**src/hw/rtl/rgb420_pkg.sv**
```systemverilog
package rgb420_pkg;

  localparam int NumPix = 4;

  localparam logic [17:0] LumaCoefR = 18'd257;
  localparam logic [17:0] LumaCoefG = 18'd504;
  localparam logic [17:0] LumaCoefB = 18'd98;
  localparam logic [17:0] HalfMilli = 18'd500;
  localparam logic [7:0]  LumaBase  = 8'd16;

  // floor(t / 1000) = (t * LumaRecip) >> LumaShift for every t below 2^18.
  localparam logic [18:0] LumaRecip = 19'd268436;
  localparam int          LumaShift = 28;

  localparam logic signed [19:0] CbCoefR = 20'sd148;
  localparam logic signed [19:0] CbCoefG = 20'sd291;
  localparam logic signed [19:0] CbCoefB = 20'sd439;
  localparam logic signed [19:0] CrCoefR = 20'sd439;
  localparam logic signed [19:0] CrCoefG = 20'sd368;
  localparam logic signed [19:0] CrCoefB = 20'sd71;

  localparam logic [17:0] Milli = 18'd1000;

  // Chroma sums at or above 256 * 4000 saturate to the top code.
  localparam logic signed [21:0] ChromaSatLimit = 22'sd1024000;
  localparam logic signed [21:0] ChromaRound    = 22'sd500;
  // floor(u / 125) = (u * ChromaRecip) >> ChromaShift for every u below 32000.
  localparam logic [15:0] ChromaRecip = 16'd33555;
  localparam int          ChromaShift = 22;

  localparam logic [7:0] ChromaMax = 8'd255;
  localparam logic [7:0] ChromaOffsetReset = 8'd128;

  localparam logic [0:0] RegChromaOffset = 1'b0;

  typedef struct packed {
    logic signed [19:0] cb;
    logic signed [19:0] cr;
  } rgb420_chroma_t;

endpackage

```
**src/hw/rtl/rgb420_lane.sv**
```systemverilog
module rgb420_lane
  import rgb420_pkg::*;
(
  input  logic           clk,
  input  logic [7:0]     red,
  input  logic [7:0]     green,
  input  logic [7:0]     blue,
  input  logic [17:0]    offset_milli,
  output logic [7:0]     luma,
  output rgb420_chroma_t chroma_term
);

  logic [17:0]        luma_sum_nxt;
  logic [17:0]        luma_sum_r;
  logic [36:0]        luma_prod_nxt;
  logic [36:0]        luma_prod_r;
  logic [7:0]         luma_nxt;
  logic [7:0]         luma_r;
  logic signed [19:0] r_s;
  logic signed [19:0] g_s;
  logic signed [19:0] b_s;
  logic signed [19:0] off_s;
  rgb420_chroma_t     term_nxt;
  rgb420_chroma_t     term_r;

  always_comb begin
    r_s   = signed'({12'd0, red});
    g_s   = signed'({12'd0, green});
    b_s   = signed'({12'd0, blue});
    off_s = signed'({2'd0, offset_milli});
    luma_sum_nxt = 18'(red) * LumaCoefR + 18'(green) * LumaCoefG
                 + 18'(blue) * LumaCoefB + HalfMilli;
    term_nxt.cb = off_s - r_s * CbCoefR - g_s * CbCoefG + b_s * CbCoefB;
    term_nxt.cr = off_s + r_s * CrCoefR - g_s * CrCoefG - b_s * CrCoefB;
    luma_prod_nxt = 37'(luma_sum_r) * 37'(LumaRecip);
    luma_nxt = luma_prod_r[LumaShift +: 8] + LumaBase;
  end

  always_ff @(posedge clk) begin
    luma_sum_r  <= luma_sum_nxt;
    term_r      <= term_nxt;
    luma_prod_r <= luma_prod_nxt;
    luma_r      <= luma_nxt;
  end

  assign luma        = luma_r;
  assign chroma_term = term_r;

endmodule

```
**src/hw/rtl/rgb420_merge.sv**
```systemverilog
module rgb420_merge
  import rgb420_pkg::*;
(
  input  logic           clk,
  input  rgb420_chroma_t terms [NumPix],
  output logic [7:0]     blue_chroma,
  output logic [7:0]     red_chroma
);

  logic signed [21:0] cb_sum_nxt;
  logic signed [21:0] cr_sum_nxt;
  logic signed [21:0] cb_sum_r;
  logic signed [21:0] cr_sum_r;
  logic [30:0]        cb_prod_nxt;
  logic [30:0]        cr_prod_nxt;
  logic [30:0]        cb_prod_r;
  logic [30:0]        cr_prod_r;
  logic               cb_zero_r;
  logic               cr_zero_r;
  logic               cb_sat_r;
  logic               cr_sat_r;

  always_comb begin
    cb_sum_nxt = ChromaRound;
    cr_sum_nxt = ChromaRound;
    for (int i = 0; i < NumPix; i++) begin
      cb_sum_nxt = cb_sum_nxt + 22'(terms[i].cb);
      cr_sum_nxt = cr_sum_nxt + 22'(terms[i].cr);
    end
    cb_prod_nxt = 31'(cb_sum_r[19:5]) * 31'(ChromaRecip);
    cr_prod_nxt = 31'(cr_sum_r[19:5]) * 31'(ChromaRecip);
  end

  always_ff @(posedge clk) begin
    cb_sum_r  <= cb_sum_nxt;
    cr_sum_r  <= cr_sum_nxt;
    cb_prod_r <= cb_prod_nxt;
    cr_prod_r <= cr_prod_nxt;
    cb_zero_r <= (cb_sum_r <= 22'sd0);
    cr_zero_r <= (cr_sum_r <= 22'sd0);
    cb_sat_r  <= (cb_sum_r >= ChromaSatLimit);
    cr_sat_r  <= (cr_sum_r >= ChromaSatLimit);
  end

  always_comb begin
    if (cb_zero_r) begin
      blue_chroma = 8'd0;
    end else if (cb_sat_r) begin
      blue_chroma = ChromaMax;
    end else begin
      blue_chroma = cb_prod_r[ChromaShift +: 8];
    end
    if (cr_zero_r) begin
      red_chroma = 8'd0;
    end else if (cr_sat_r) begin
      red_chroma = ChromaMax;
    end else begin
      red_chroma = cr_prod_r[ChromaShift +: 8];
    end
  end

endmodule

```
**src/hw/rtl/rgb_block_to_ycbcr420.sv**
```systemverilog
// RGB to YCbCr 4:2:0 converter for one 2x2 pixel block, BT.601 studio range.
// Input channel: the twelve in_* color ports carry one block and are taken as
// an item at a rising edge where start is high and busy is low. busy is
// always low, so a new item may be offered in every cycle.
// Result channel: out_valid is high for exactly one cycle per item, with the
// four luma values and the block's Cb and Cr on the out_* ports in that
// cycle. The receiver cannot stall; results must be taken when shown.
// Throughput is one item per cycle. Four pixel lanes run in parallel, each
// with a two-stage multiply-by-reciprocal for luma, and a merge stage sums
// the chroma terms and divides them the same way, clamping to 0 and 255.
// The configuration port holds chroma_offset at byte address 0. A write
// completes when psel, penable and pwrite are high; pready is always high.
// Synchronous reset clears the pipeline valid bits, so no result appears
// after reset until a new item is accepted, and sets chroma_offset to 128.
module rgb_block_to_ycbcr420
  import rgb420_pkg::*;
(
  input  logic        clk,
  input  logic        rst_n,
  input  logic        start,
  output logic        busy,
  input  logic [7:0]  in_red_top_left,
  input  logic [7:0]  in_green_top_left,
  input  logic [7:0]  in_blue_top_left,
  input  logic [7:0]  in_red_top_right,
  input  logic [7:0]  in_green_top_right,
  input  logic [7:0]  in_blue_top_right,
  input  logic [7:0]  in_red_bottom_left,
  input  logic [7:0]  in_green_bottom_left,
  input  logic [7:0]  in_blue_bottom_left,
  input  logic [7:0]  in_red_bottom_right,
  input  logic [7:0]  in_green_bottom_right,
  input  logic [7:0]  in_blue_bottom_right,
  output logic        out_valid,
  output logic [7:0]  out_luma_top_left,
  output logic [7:0]  out_luma_top_right,
  output logic [7:0]  out_luma_bottom_left,
  output logic [7:0]  out_luma_bottom_right,
  output logic [7:0]  out_blue_chroma,
  output logic [7:0]  out_red_chroma,
  input  logic        psel,
  input  logic        penable,
  input  logic        pwrite,
  input  logic [2:0]  paddr,
  input  logic [31:0] pwdata,
  output logic [31:0] prdata,
  output logic        pready
);

  logic [7:0]     chroma_offset_r;
  logic [7:0]     chroma_offset_nxt;
  logic [17:0]    offset_milli;
  logic           cfg_write;
  logic [2:0]     valid_r;
  logic [2:0]     valid_nxt;
  logic           out_valid_r;
  logic [7:0]     pix_red   [NumPix];
  logic [7:0]     pix_green [NumPix];
  logic [7:0]     pix_blue  [NumPix];
  logic [7:0]     lane_luma [NumPix];
  rgb420_chroma_t lane_term [NumPix];
  logic [7:0]     merge_cb;
  logic [7:0]     merge_cr;
  logic [7:0]     luma_out_r [NumPix];
  logic [7:0]     cb_out_r;
  logic [7:0]     cr_out_r;

  assign busy   = 1'b0;
  assign pready = 1'b1;

  assign cfg_write = psel && penable && pwrite && pready;

  always_comb begin
    chroma_offset_nxt = chroma_offset_r;
    if (cfg_write && paddr[2] == RegChromaOffset) begin
      chroma_offset_nxt = pwdata[7:0];
    end
    prdata = 32'd0;
    if (paddr[2] == RegChromaOffset) begin
      prdata = {24'd0, chroma_offset_r};
    end
  end

  assign offset_milli = 18'(chroma_offset_r) * Milli;

  assign valid_nxt = {valid_r[1:0], start && !busy};

  always_ff @(posedge clk) begin
    if (!rst_n) begin
      chroma_offset_r <= ChromaOffsetReset;
      valid_r         <= 3'd0;
      out_valid_r     <= 1'b0;
    end else begin
      chroma_offset_r <= chroma_offset_nxt;
      valid_r         <= valid_nxt;
      out_valid_r     <= valid_r[2];
    end
  end

  assign pix_red[0]   = in_red_top_left;
  assign pix_green[0] = in_green_top_left;
  assign pix_blue[0]  = in_blue_top_left;
  assign pix_red[1]   = in_red_top_right;
  assign pix_green[1] = in_green_top_right;
  assign pix_blue[1]  = in_blue_top_right;
  assign pix_red[2]   = in_red_bottom_left;
  assign pix_green[2] = in_green_bottom_left;
  assign pix_blue[2]  = in_blue_bottom_left;
  assign pix_red[3]   = in_red_bottom_right;
  assign pix_green[3] = in_green_bottom_right;
  assign pix_blue[3]  = in_blue_bottom_right;

  for (genvar i = 0; i < NumPix; i++) begin : g_lane
    rgb420_lane u_lane (
      .clk          (clk),
      .red          (pix_red[i]),
      .green        (pix_green[i]),
      .blue         (pix_blue[i]),
      .offset_milli (offset_milli),
      .luma         (lane_luma[i]),
      .chroma_term  (lane_term[i])
    );
  end

  rgb420_merge u_merge (
    .clk         (clk),
    .terms       (lane_term),
    .blue_chroma (merge_cb),
    .red_chroma  (merge_cr)
  );

  always_ff @(posedge clk) begin
    luma_out_r <= lane_luma;
    cb_out_r   <= merge_cb;
    cr_out_r   <= merge_cr;
  end

  assign out_valid             = out_valid_r;
  assign out_luma_top_left     = luma_out_r[0];
  assign out_luma_top_right    = luma_out_r[1];
  assign out_luma_bottom_left  = luma_out_r[2];
  assign out_luma_bottom_right = luma_out_r[3];
  assign out_blue_chroma       = cb_out_r;
  assign out_red_chroma        = cr_out_r;

`ifndef SYNTHESIS
  a_latency: assert property (@(posedge clk) disable iff (!rst_n)
    start && !busy |-> ##4 out_valid)
    else $error("accepted item did not produce a result after four cycles");

  a_no_spurious: assert property (@(posedge clk) disable iff (!rst_n)
    out_valid |-> $past(valid_r[2]))
    else $error("result strobe without an item in the last stage");

  a_luma_range: assert property (@(posedge clk) disable iff (!rst_n)
    out_valid |-> out_luma_top_left >= LumaBase && out_luma_top_left <= 8'd235
               && out_luma_bottom_right >= LumaBase && out_luma_bottom_right <= 8'd235)
    else $error("luma outside studio range");

  a_offset_write: assert property (@(posedge clk) disable iff (!rst_n)
    $past(rst_n) && !$stable(chroma_offset_r) |->
      $past(cfg_write) && $past(paddr[2]) == RegChromaOffset)
    else $error("chroma offset changed without a register write");
`endif

endmodule
```
**config.mk**
```make
export PLATFORM = sky130hd
export DESIGN_NAME = rgb_block_to_ycbcr420
export DESIGN_NICKNAME = d
export VERILOG_FILES = /design/src/hw/rtl/rgb420_pkg.sv /design/src/hw/rtl/rgb420_lane.sv /design/src/hw/rtl/rgb420_merge.sv /design/src/hw/rtl/rgb_block_to_ycbcr420.sv
export SDC_FILE = /design/constraint.sdc
export NUM_CORES = 2
export LEC_CHECK = 0
export BUFFER_PORTS_ARGS = -buffer_cell sky130_fd_sc_hd__buf_2
export CAP_MARGIN = 20
export CORE_ASPECT_RATIO = 1.5
export CORE_MARGIN = 2
export CORE_UTILIZATION = 60
export DETAILED_ROUTE_END_ITERATION = 6
export PLACE_DENSITY = 0.77
export SLEW_MARGIN = 25
export SYNTH_ARGS = -nofsm -noshare
export SYNTH_HDL_FRONTEND = slang
export SYNTH_SLANG_ARGS = --single-unit
```
**constraint.sdc**
```tcl
create_clock -name clk -period 16.9 [get_ports clk]
set_input_delay 0.845 -clock clk [delete_from_list [all_inputs] [get_ports clk]]
set_output_delay 0.845 -clock clk [all_outputs]
set_load 0.1 [all_outputs]
```
==> reports/qor.txt <==
Layout Nets: 12300
Status: finished clean
Share of layout cells above drive strength 1: 0.0395
FF+latch count, synth: 420
Min-delay src: g_lane[0].u_lane.luma[0]
Kind of critical path: reg2reg
Sink Count: 420
Worst r2r path cells: 22
Final GP Congestion: 0.977
Vias: 59500
Hold path depth: 0
Largest net degree at the start of global routing: 17
Crit path arrival time: 7.67 ns
Hold Crit Class: reg2reg
RSZ-0062 raised after global routing: no
TNS Setup: 0 ns
Worst clock skew: 0.0647 ns
Ys Warns: 0
H-tree Lvls: 2
CTS root buffer: clkbuf_16
Initial antenna violation count: 12
Cts hold-fix bufs: 0
Number of remaining DRC errors: 0
Synth cell types: 78
Die area: 142000 µm²
Router iterations before antenna repair: 5
Worst Setup Start Kind: register
IO Pins: 220
Critical path's slowest cell: xnor2_2
Sequential area share after synthesis: 0.101
Fillers: 11200
Routed vias/inst: 5.51
Min cycle time layout: 7.17 ns
Max Cap Violations: 0
Global-route wire length before repair: 326 mm
DPL Wire Length: 176 mm
Primary FF master, synth: dfxtp_1
Max Freq: 140 MHz
Synthesized area: 83500 µm²
Post-synth EDFFs: 0
I/O Buffers: 167
Worst setup EP type: register
Syn Inst Count: 8671
Global route overflow: 0
Fin. Hold Viols: 0
Total GRT Usage: 0.293
Die Height: 461 µm
Routed Antenna Nets: 0
CTS Buf Count: 45
Avg WL per Cell: 18.7 µm
Pins Over Slew Limit: 0
Fin crit share: 0.424
CP peak stage delay: 0.76 ns
Worst r2r src: chroma_offset_r[2]
Slew HR: 0.230
Crit-path cells: fa_1 > fa_1 > inv_1 > fa_1 > inv_1 > fa_1 > ha_1 > o21ai_0 > a21boi_0 > o21ai_0 > a21boi_0 > o21ai_0 > nand2_1 > xnor2_2 > fa_1 > inv_1 > ha_1 > nand3_1 > nand2_1 > a41oi_1 > a21oi_1 > a21boi_0
Hold EP: out_luma_top_left[0]
Worst EP required: 17.41 ns
Finish-stage setup viols: 0
DRT iter0 DRCs: 2164
Setup slack on the worst flop-to-flop path: 9.73 ns
Vias in the first global route: 64200
CTS resizes: 0
Critical Path Fanout Max: 8
Most common cell on crit path: fa_1
Setup bufs post-CTS: 0
Reg clk slew, reported paths: 0.07 ns
Ys async rst share: 0
Latest clock arrival within the worst-skew pair: 0.67 ns
DRT Wirelength: 202 mm
Slew at the pin with the worst max-slew slack: 1.15 ns
Core area: 138000 µm²
Die width: 309 µm
FF-to-FF End: g_lane[1].u_lane.chroma_term[19]
Post-synthesis average cell area: 9.63 µm²
Row count: 167
CTS tree: yes
Max clock buf depth: 3
Layout area overhead: 5.80%
Initial core utilization: 0.605
-- metal layers --
metal  wire, µm  global-route usage  part of all wire  vias to the layer above
met5         91                   0           0.00045                        -
met3       6400              0.0316             0.032                      538
met2     106000               0.554              0.53                     1098
met1      72600               0.300              0.36                    29100
li1           -                   -                 -                    28700
met4      16600               0.202             0.082                       14
-- worst max-delay path by stage --
| stage | slack, ns | cells past startpoint | from | to |
|---|---|---|---|---|
| after floorplan | 10.21 | 23 | in_red_bottom_left[5] | g_lane[2].u_lane.chroma_term[18] |
| after global placement | 9.14 | 21 | in_blue_top_right[5] | g_lane[1].u_lane.chroma_term[36] |
| after detailed placement | 9.09 | 21 | in_blue_top_right[2] | g_lane[1].u_lane.chroma_term[36] |
| final | 9.73 | 22 | chroma_offset_r[2] | g_lane[1].u_lane.chroma_term[19] |
| after global routing | 9.43 | 22 | chroma_offset_r[2] | g_lane[1].u_lane.chroma_term[19] |
| after CTS | 9.80 | 22 | chroma_offset_r[2] | g_lane[1].u_lane.chroma_term[19] |
-- cells in the final DEF (no fill, tap or decap), types with 82 or more instances in the layout --
| cell | count |
|---|---|
| buf_2 | 167 |
| ha_1 | 2206 |
| dfxtp_1 | 419 |
| nor2b_1 | 98 |
| fa_1 | 1068 |
| inv_1 | 2134 |
| nand2_1 | 201 |
| xor2_1 | 151 |
| nand3_1 | 99 |
| o21ai_0 | 178 |
| a21o_1 | 169 |
| o21bai_1 | 82 |
| a21oi_1 | 368 |
| xnor2_1 | 371 |
| nor2_1 | 306 |
| nor3_1 | 100 |
-- Yosys cell counts (all sizes together) (19+ instances only) --
master,count,area (µm²)
dfxtp,420,8410
xnor2,376,3290
nor3,101,505
nor4,22,144
a21o,172,1300
xor2,152,1330
ha,2206,27600
nand4,25,156
a21oi,370,1860
fa,1068,21400
nand3,99,495
o211ai,29,223
and2,19,119
a211oi,46,350
or3,36,225
o21a,41,308
nor2b,98,613
nor2,307,1150
buf,28,203
or2,36,225
a31oi,35,219
nand2b,28,175
nand2,201,754
o21bai,82,616
a21boi,44,330
o21ai,179,896
and3,49,307
a31o,20,175
inv,2134,8010
o31ai,25,193
-- worst max-delay path, delay by kind of cell, from the launching register on --
family	cells	cell delay, ns
AO/OA/AOI/OAI	8	1.88
XOR/XNOR	1	0.76
adder cells (fa/ha/maj)	7	3.26
buffers and inverters	3	0.18
flip-flops	1	0.56
AND/OR/NAND/NOR	3	0.33
-- state kept, by name, indices dropped and copies added (netlist names) --
signal,count
out_luma_bottom_right,8
chroma_offset_r,8
u_merge.cb_sat_r,1
u_merge.cr_sum_r,22
u_merge.cr_sat_r,1
u_merge.cb_zero_r,1
valid_r,3
g_lane.u_lane.luma_prod_r,32
u_merge.cb_sum_r,22
u_merge.cb_prod_r,8
g_lane.u_lane.luma,32
out_luma_top_right,8
u_merge.cr_prod_r,8
out_luma_top_left,8
out_luma_bottom_left,8
g_lane.u_lane.luma_sum_r,72
u_merge.cr_zero_r,1
out_valid,1
g_lane.u_lane.chroma_term,160
out_blue_chroma,8
out_red_chroma,8
-- cells by family (layout without fill, tap and decap cells) --
logic type | Yosys count | after routing | synth area share
buffers and inverters | 2176 | 2402 | 0.0990
other | 2 | 36 | 0.0000899
adder cells (fa/ha/maj) | 3274 | 3274 | 0.586
AND/OR/NAND/NOR | 1072 | 1072 | 0.0635
flip-flops | 420 | 420 | 0.101
multiplexers | 10 | 10 | 0.00120
XOR/XNOR | 528 | 528 | 0.0554
AO/OA/AOI/OAI | 1189 | 1189 | 0.0938
-- layout make-up --
class                           instances  area (µm²)  share of cell area
Antenna cell                           10        25.0            0.000283
Clock buffer                           55        1240              0.0141
Clock inverter                         29         385             0.00436
Inverter                             2134        8010              0.0906
Multi-Input combinational cell       6099       67000               0.758
Sequential cell                       420        8410              0.0952
Tap cell                             1859        2330              0.0263
Timing Repair Buffer                  184         963              0.0109
-- per-stage QoR --
step | instance area (µm²) | setup slack (ns) | hold WS, ns | instances | utilization
after global placement | 86700 | 9.14 | 0.311 | 10700 | 0.628
after CTS | 88300 | 9.80 | 0.316 | 10800 | 0.640
after global routing | 88400 | 9.43 | 0.320 | 10800 | 0.640
after floorplan | 83600 | 10.21 | 0.310 | 8695 | -
after detailed placement | 86700 | 9.09 | 0.313 | 10700 | 0.628
final | 88400 | 9.73 | 0.314 | 10800 | 0.640
Power is left out: the tool's default activity adds up to more than one toggle a clock period on the data nets, which glitch-free logic cannot reach.
